File: src/rtl/sip_pkg.sv
// ----------------------------------------------------------------------------
// sip_pkg
// Types, widths and index constants shared by the segment intersection
// pipeline.
// ----------------------------------------------------------------------------
package sip_pkg;

   // Coordinate width and every width that follows from it.
   localparam int COORD_W    = 16;
   localparam int DIFF_W     = COORD_W + 1;
   localparam int PROD_W     = 2 * DIFF_W;
   localparam int CROSS_W    = PROD_W + 1;
   localparam int SPLIT_W    = (CROSS_W + 1) / 2;
   localparam int HI_W       = CROSS_W - SPLIT_W;
   localparam int LO_PROD_W  = COORD_W + SPLIT_W + 1;
   localparam int HI_PROD_W  = COORD_W + HI_W;
   localparam int TERM_W     = COORD_W + CROSS_W;
   localparam int FULL_W     = TERM_W + 1;
   localparam int DEN_FULL_W = CROSS_W + 1;
   localparam int KEY_W      = 2 * COORD_W;

   // Result field widths.
   localparam int CNT_W = 2;
   localparam int NUM_W = 52;
   localparam int DEN_W = 37;

   // Endpoint indexes.
   localparam int NUM_PTS = 4;
   localparam int PT_A    = 0;
   localparam int PT_B    = 1;
   localparam int PT_C    = 2;
   localparam int PT_D    = 3;

   // Difference vector pairs: four orientation tests, then one on-segment
   // test per endpoint (A, B, C, D in that order).
   localparam int NUM_PAIRS = 8;
   localparam int PR_ACD    = 0;
   localparam int PR_BCD    = 1;
   localparam int PR_CAB    = 2;
   localparam int PR_DAB    = 3;
   localparam int PR_ON     = 4;

   // Numerator terms of the crossing point.
   localparam int NUM_TERMS = 4;
   localparam int TM_AX     = 0;
   localparam int TM_BX     = 1;
   localparam int TM_AY     = 2;
   localparam int TM_BY     = 3;

   typedef logic signed [COORD_W-1:0]    coord_type;
   typedef logic signed [DIFF_W-1:0]     diff_type;
   typedef logic signed [PROD_W-1:0]     prod_type;
   typedef logic signed [CROSS_W-1:0]    cross_type;
   typedef logic signed [SPLIT_W:0]      lo_op_type;
   typedef logic signed [HI_W-1:0]       hi_op_type;
   typedef logic signed [LO_PROD_W-1:0]  lo_prod_type;
   typedef logic signed [HI_PROD_W-1:0]  hi_prod_type;
   typedef logic signed [TERM_W-1:0]     term_type;
   typedef logic signed [FULL_W-1:0]     full_type;
   typedef logic signed [DEN_FULL_W-1:0] den_raw_type;
   typedef logic [DEN_FULL_W-1:0]        den_mag_type;
   typedef logic [KEY_W-1:0]             key_type;
   typedef logic [CNT_W-1:0]             cnt_type;
   typedef logic signed [NUM_W-1:0]      num_type;
   typedef logic [DEN_W-1:0]             den_type;

   typedef struct packed {
      coord_type ax;
      coord_type ay;
      coord_type bx;
      coord_type by_coord;
      coord_type cx;
      coord_type cy;
      coord_type dx;
      coord_type dy;
   } req_type;

   typedef struct packed {
      cnt_type point_count;
      num_type x_numerator;
      num_type y_numerator;
      den_type denominator;
      logic    last;
   } rsp_type;

   typedef struct packed {
      coord_type x;
      coord_type y;
   } point_type;

   typedef struct packed {
      diff_type x;
      diff_type y;
   } vec_type;

   typedef struct packed {
      point_type [NUM_PTS-1:0] pt;
      vec_type [NUM_PAIRS-1:0] u;
      vec_type [NUM_PAIRS-1:0] v;
   } diff_stage_type;

   typedef struct packed {
      point_type [NUM_PTS-1:0] pt;
      prod_type [NUM_PAIRS-1:0] cl;
      prod_type [NUM_PAIRS-1:0] cr;
      prod_type [NUM_PTS-1:0]   dp;
      prod_type [NUM_PTS-1:0]   dq;
   } prod_stage_type;

   typedef struct packed {
      point_type [NUM_PTS-1:0]          pt;
      cross_type                        acd;
      cross_type                        bcd;
      logic                             proper;
      logic [NUM_PTS-1:0]               on;
      logic [NUM_PTS-1:0][NUM_PTS-1:0] lt;
   } class_stage_type;

   typedef struct packed {
      logic                             proper;
      cnt_type                          cnt;
      point_type                        p0;
      point_type                        p1;
      lo_prod_type [NUM_TERMS-1:0]      lo;
      hi_prod_type [NUM_TERMS-1:0]      hi;
      den_raw_type                      den_raw;
   } pick_stage_type;

   typedef struct packed {
      logic                     proper;
      logic                     neg;
      cnt_type                  cnt;
      point_type                p0;
      point_type                p1;
      term_type [NUM_TERMS-1:0] t;
      den_mag_type              den;
   } sum_stage_type;

   typedef struct packed {
      logic        proper;
      cnt_type     cnt;
      point_type   p0;
      point_type   p1;
      full_type    xn;
      full_type    yn;
      den_mag_type den;
   } out_stage_type;

   function automatic vec_type diff_vec(point_type p, point_type q);
      vec_type r;
      r.x = diff_type'(p.x) - diff_type'(q.x);
      r.y = diff_type'(p.y) - diff_type'(q.y);
      return r;
   endfunction

   // Unsigned key whose order is ascending x, then ascending y.
   function automatic key_type pt_key(point_type p);
      return {~p.x[COORD_W-1], p.x[COORD_W-2:0], ~p.y[COORD_W-1], p.y[COORD_W-2:0]};
   endfunction

endpackage

File: src/rtl/sip_finish.sv
// ----------------------------------------------------------------------------
// sip_finish
// Joins the split products and takes the magnitude of the denominator, forms
// the signed numerators, and sends one or two result beats per item.
// ----------------------------------------------------------------------------
module sip_finish (
   input  logic                    clock,
   input  logic                    reset,
   input  logic                    in_valid,
   output logic                    in_ready,
   input  sip_pkg::pick_stage_type in_item,
   output logic                    rsp_valid,
   input  logic                    rsp_ready,
   output sip_pkg::rsp_type        rsp_payload
);

   logic                   s5_v_ff, s5_v_in, s5_adv;
   sip_pkg::sum_stage_type s5_ff, s5_in;
   logic                   out_v_ff, out_v_in, out_free, out_load;
   logic                   beat_ff, beat_in;
   sip_pkg::out_stage_type out_ff, out_in;
   logic                   two_beats, last_beat;
   sip_pkg::point_type     cur_pt;

   assign two_beats = !out_ff.proper && (out_ff.cnt == sip_pkg::cnt_type'(2));
   assign last_beat = !two_beats || beat_ff;
   assign out_free  = !out_v_ff || (rsp_ready && last_beat);
   assign out_load  = out_free && s5_v_ff;
   assign s5_adv    = !s5_v_ff || out_free;
   assign in_ready  = s5_adv;
   assign s5_v_in   = s5_adv ? in_valid : s5_v_ff;
   assign out_v_in  = out_free ? s5_v_ff : out_v_ff;

   always_comb begin
      if (out_load) begin
         beat_in = 1'b0;
      end else if (out_v_ff && rsp_ready && !last_beat) begin
         beat_in = 1'b1;
      end else begin
         beat_in = beat_ff;
      end
   end

   always_comb begin
      s5_in.proper = in_item.proper;
      s5_in.cnt    = in_item.cnt;
      s5_in.p0     = in_item.p0;
      s5_in.p1     = in_item.p1;
      for (int k = 0; k < sip_pkg::NUM_TERMS; k++) begin
         s5_in.t[k] = (sip_pkg::term_type'(in_item.hi[k]) <<< sip_pkg::SPLIT_W) +
                      sip_pkg::term_type'(in_item.lo[k]);
      end
      s5_in.neg = in_item.den_raw[sip_pkg::DEN_FULL_W-1];
      if (s5_in.neg) begin
         s5_in.den = sip_pkg::den_mag_type'(-in_item.den_raw);
      end else begin
         s5_in.den = sip_pkg::den_mag_type'(in_item.den_raw);
      end
   end

   always_comb begin
      out_in.proper = s5_ff.proper;
      out_in.cnt    = s5_ff.cnt;
      out_in.p0     = s5_ff.p0;
      out_in.p1     = s5_ff.p1;
      out_in.den    = s5_ff.den;
      // A negative denominator flips the sign of both numerators.
      if (s5_ff.neg) begin
         out_in.xn = sip_pkg::full_type'(s5_ff.t[sip_pkg::TM_BX]) -
                     sip_pkg::full_type'(s5_ff.t[sip_pkg::TM_AX]);
         out_in.yn = sip_pkg::full_type'(s5_ff.t[sip_pkg::TM_BY]) -
                     sip_pkg::full_type'(s5_ff.t[sip_pkg::TM_AY]);
      end else begin
         out_in.xn = sip_pkg::full_type'(s5_ff.t[sip_pkg::TM_AX]) -
                     sip_pkg::full_type'(s5_ff.t[sip_pkg::TM_BX]);
         out_in.yn = sip_pkg::full_type'(s5_ff.t[sip_pkg::TM_AY]) -
                     sip_pkg::full_type'(s5_ff.t[sip_pkg::TM_BY]);
      end
   end

   always_ff @(posedge clock) begin
      if (reset) begin
         s5_v_ff  <= 1'b0;
         out_v_ff <= 1'b0;
         beat_ff  <= 1'b0;
      end else begin
         s5_v_ff  <= s5_v_in;
         out_v_ff <= out_v_in;
         beat_ff  <= beat_in;
      end
   end

   always_ff @(posedge clock) begin
      if (s5_adv && in_valid) begin
         s5_ff <= s5_in;
      end
      if (out_load) begin
         out_ff <= out_in;
      end
   end

   assign cur_pt = beat_ff ? out_ff.p1 : out_ff.p0;

   always_comb begin
      rsp_payload.point_count = '0;
      rsp_payload.x_numerator = '0;
      rsp_payload.y_numerator = '0;
      rsp_payload.denominator = '0;
      rsp_payload.last        = 1'b1;
      if (out_ff.proper) begin
         rsp_payload.point_count = sip_pkg::cnt_type'(1);
         rsp_payload.x_numerator = sip_pkg::num_type'(out_ff.xn);
         rsp_payload.y_numerator = sip_pkg::num_type'(out_ff.yn);
         rsp_payload.denominator = sip_pkg::den_type'(out_ff.den);
      end else if (out_ff.cnt != '0) begin
         rsp_payload.point_count = out_ff.cnt;
         rsp_payload.x_numerator = sip_pkg::num_type'(cur_pt.x);
         rsp_payload.y_numerator = sip_pkg::num_type'(cur_pt.y);
         rsp_payload.denominator = sip_pkg::den_type'(1);
         rsp_payload.last        = last_beat;
      end
   end

   assign rsp_valid = out_v_ff;

endmodule

File: config.mk
export PLATFORM = sky130hd
export DESIGN_NAME = sip_finish
export DESIGN_NICKNAME = d
export VERILOG_FILES = /design/src/rtl/sip_pkg.sv /design/src/rtl/sip_finish.sv
export SDC_FILE = /design/constraint.sdc
export NUM_CORES = 1
export LEC_CHECK = 0
export BUFFER_PORTS_ARGS = -buffer_cell sky130_fd_sc_hd__buf_2
export CORE_MARGIN = 5
export CORE_UTILIZATION = 25
export CTS_CLUSTER_SIZE = 24
export DETAILED_ROUTE_END_ITERATION = 8
export SKIP_LAST_GASP = 1
export SLEW_MARGIN = 5
export SYNTH_ARGS = -nofsm -noshare
export SYNTH_HDL_FRONTEND = slang
export SYNTH_SLANG_ARGS = --single-unit
export TNS_END_PERCENT = 10
File: constraint.sdc
create_clock -name clock -period 22.5 [get_ports clock]
set_input_delay 2.25 -clock clock [delete_from_list [all_inputs] [get_ports clock]]
set_output_delay 2.25 -clock clock [all_outputs]
set_load 0.005 [all_outputs]
==> results.md <==
* Synth async-reset ratio at 0%
* R2R depth at 11
* Worst Path Arrival at 3.36 ns
* Synth area leader: edfxtp_1
* Crit path required time at 20.25 ns
* Count of input and output buffers at 523
* CP Launch Type: register
* Fin nets at 4938
* Final Max Tran Viols at 0
* Initial antenna violation count at 28
* Final min period at 5.61 ns
* Worst hold path class: register to register
* GRT overflow at 0
* MaxCap Viol Count at 0
* Sink Count at 518
* Worst Hold Depth at 0
* Final core occ at 29.7%
* Placer congestion estimate at 0.933
* Post-Syn Nets at 4494
* Hold WS at 0.412 ns
* Routed Antenna Nets at 0
* Fmax at 178 MHz
* Yosys Warn Count at 0
* Final setup margin at 16.89 ns
* DP Area at 41000 sq um
* Crit Path Category: register to output pin
* Std-Cell Rows at 140
* #FFs+latches synth at 518
* Vias in the first global route at 30388
* Horiz. Die Dim at 392 um
* Pleak at 17.9 nW
* Predominant post-synthesis flop cell: edfxtp_1
* Die Height at 392 um
* Critical path's slowest cell: buf_4
* Drt drc at 0
* Routed vias at 30850
* Seq/Total Area, Yosys at 42.6%
* Yosys top cell area share at 42.5%
* Post-detail-place hpwl at 106000 um
* First drt pass iteration count at 6
* R2R Setup Slk at 18.25 ns
* Synthesized area per cell at 9.65 sq um
* Global-route wire length before repair at 190000 um
* Top post-synthesis cells by area: edfxtp_1, ha_1, a21oi_1
* DRT iter0 DRCs at 2261
* Die area at 153000 sq um
* Total power at 3.36 mW
* Most frequent CP cell: buf_4
* Worst-Margin Slew at 1.01 ns
* H-Tree Depth at 2
* Clock transition at path regs at 0.07 ns
* Io pins at 525
* Relative slew slack at 33.0%
* Drt wl/cell at 21.0 um
* # Post-CTS Setup Buffers at 0
* Critical path's largest stage delay at 0.63 ns
* Vias per inst at 4.97
* Cell area after layout at 43100 sq um
* Initial Util at 25.1%
* Hold buffers post-CTS at 0
* CTS Buf Count at 59
* CTS tree: built
* Critical-path cell list: buf_4 -> buf_4 -> buf_4 -> nand2_1 -> o21ai_0 -> buf_2
* Status: complete, no violations
* Worst slack, placed at 16.37 ns
* Number of synthesized flops with an enable pin at 515
* Post-CTS sizing at 0
* DP Cell Count at 6074
* Hold Vio Cnt, Final at 0
* Cell area after synthesis at 36400 sq um
* Core area at 145000 sq um
* Worst Setup End Kind: output pin
* RSZ-0062 raised after global routing: no
* Root Buffer: clkbuf_16
* Mapped Cells at 3774
* Netlist cell types at 75
* Clock insertion delay at the later pin of the skew report at 0.66 ns
* Power per cell area at 77.9 nW/um^2
* Max clock buf depth at 3
* Setup violators final at 0
* Ratio of cells with drive above 1 in the final layout at 15.7%
* Peak fanout along the critical path at 61
* Total Routing Usage GR at 16.2%
* Worst Skew at 0.0235 ns
* Peak VDD IR at 55.9 uV
* Setup_tns at 0 ns
* Post-Route WL at 130000 um
* Finished Layout Cells at 6205
* Fin crit share at 24.9%
* Pin count of the biggest net entering global routing at 140
* Area Growth Syn to Fin at 18.4%
## report_power, final
group / switching (mW) / leakage (nW) / internal, mW
Combinational: 0.714 / 12.0 / 0.381
Sequential: 0.0447 / 4.97 / 1.20
Clock: 0.430 / 0.991 / 0.586
## final cells by class
| cell class | instances | area (sq um) |
|---|---|---|
| antenna | 19 | 47.5 |
| clock buffer | 62 | 1510 |
| clock inverter | 50 | 533 |
| fill | 15189 | 102000 |
| inverter | 278 | 1040 |
| multi-input combinational | 2822 | 19300 |
| sequential | 518 | 15500 |
| tap | 1917 | 2400 |
| timing repair buffer | 539 | 2760 |
## critical path: cells and delay by family, from the launching register on
kind	cells	cell delay, ns
flip-flops	1	0.33
AO/OA/AOI/OAI	1	0.23
AND/OR/NAND/NOR	1	0.22
buffers and inverters	4	1.82
## cells by family (layout without fill, tap and decap cells)
logic type                 count (synthesis)  after routing  synth area share, %
and+or+nand+nor                          827            827                 10.7
buffers and inverters                    434            929                 4.48
DFF                                      518            518                 42.6
AOI/OAI and AO/OA                       1371           1371                 23.4
adders and majority gates                341            341                 11.9
xor gates and xnor gates                 239            239                 5.75
muxes                                     43             43                 1.19
other                                      1             20               0.0103
## cells in the mapped netlist (7+ instances only)
cell	number
o211ai_1	30
a31oi_1	31
nor4_1	9
buf_1	9
or4_1	10
nand4_1	65
fa_1	8
mux2i_1	42
a221oi_1	11
o22ai_1	14
a21boi_0	18
nand3_1	44
or3_1	13
o32ai_1	8
nand2b_1	21
edfxtp_1	515
a21oi_1	458
ha_1	333
xnor2_1	159
nor2b_1	25
nor3_1	51
o21bai_1	85
o21a_1	36
o21ai_0	305
nand2_1	266
a21o_1	202
a211oi_1	45
xor2_1	80
o41ai_1	13
a32oi_1	8
inv_1	278
o31ai_1	25
a22oi_1	7
clkbuf_1	146
o311ai_0	8
and2_1	53
and3_1	19
nor2_1	225
## registers in the layout, summed over array words and instances (netlist names)
| name | count |
|---|---|
| beat_ff | 1 |
| out_ff | 207 |
| out_in | 103 |
| rsp_valid | 1 |
| s5_ff | 205 |
| s5_v_ff | 1 |
## final timing paths
| path | end | from |
|---|---|---|
| setup reg to reg | out_ff[132]$_DFFE_PP_ | s5_ff[87]$_DFFE_PP_ |
| hold / removal | out_ff[178]$_DFFE_PP_ | out_in[178]$_DFFE_PP_ |
| hold reg to reg | out_ff[178]$_DFFE_PP_ | out_in[178]$_DFFE_PP_ |
| setup / recovery | rsp_payload[93] | out_ff[206]$_DFFE_PP_ |
## per-layer routing
metal  global-route usage, %  vias to the layer above  wire length [um]
li1                        -                    14838                 -
met1                    22.6                    14806             59700
met2                    25.8                     1035             57600
met3                    3.07                      165              9830
met4                    4.17                        6              3270
met5                       0                        -                34
## cells in the final DEF (no fill, tap or decap), types with 21 or more instances in the layout
cell	count
and2_1	52
inv_1	277
nand4_1	65
o21bai_1	84
ha_1	333
mux2i_1	42
xnor2_1	159
xor2_1	80
nand3_1	44
o21ai_0	305
a31oi_1	31
nand2b_1	21
a21o_1	202
nand2_1	266
o21a_1	36
edfxtp_1	515
clkbuf_16	60
o211ai_1	30
a211oi_1	45
o31ai_1	25
buf_2	523
a21oi_1	458
nor2_1	223
nor3_1	51
nor2b_1	24
Note: power is estimated with default switching activity, not from simulation.
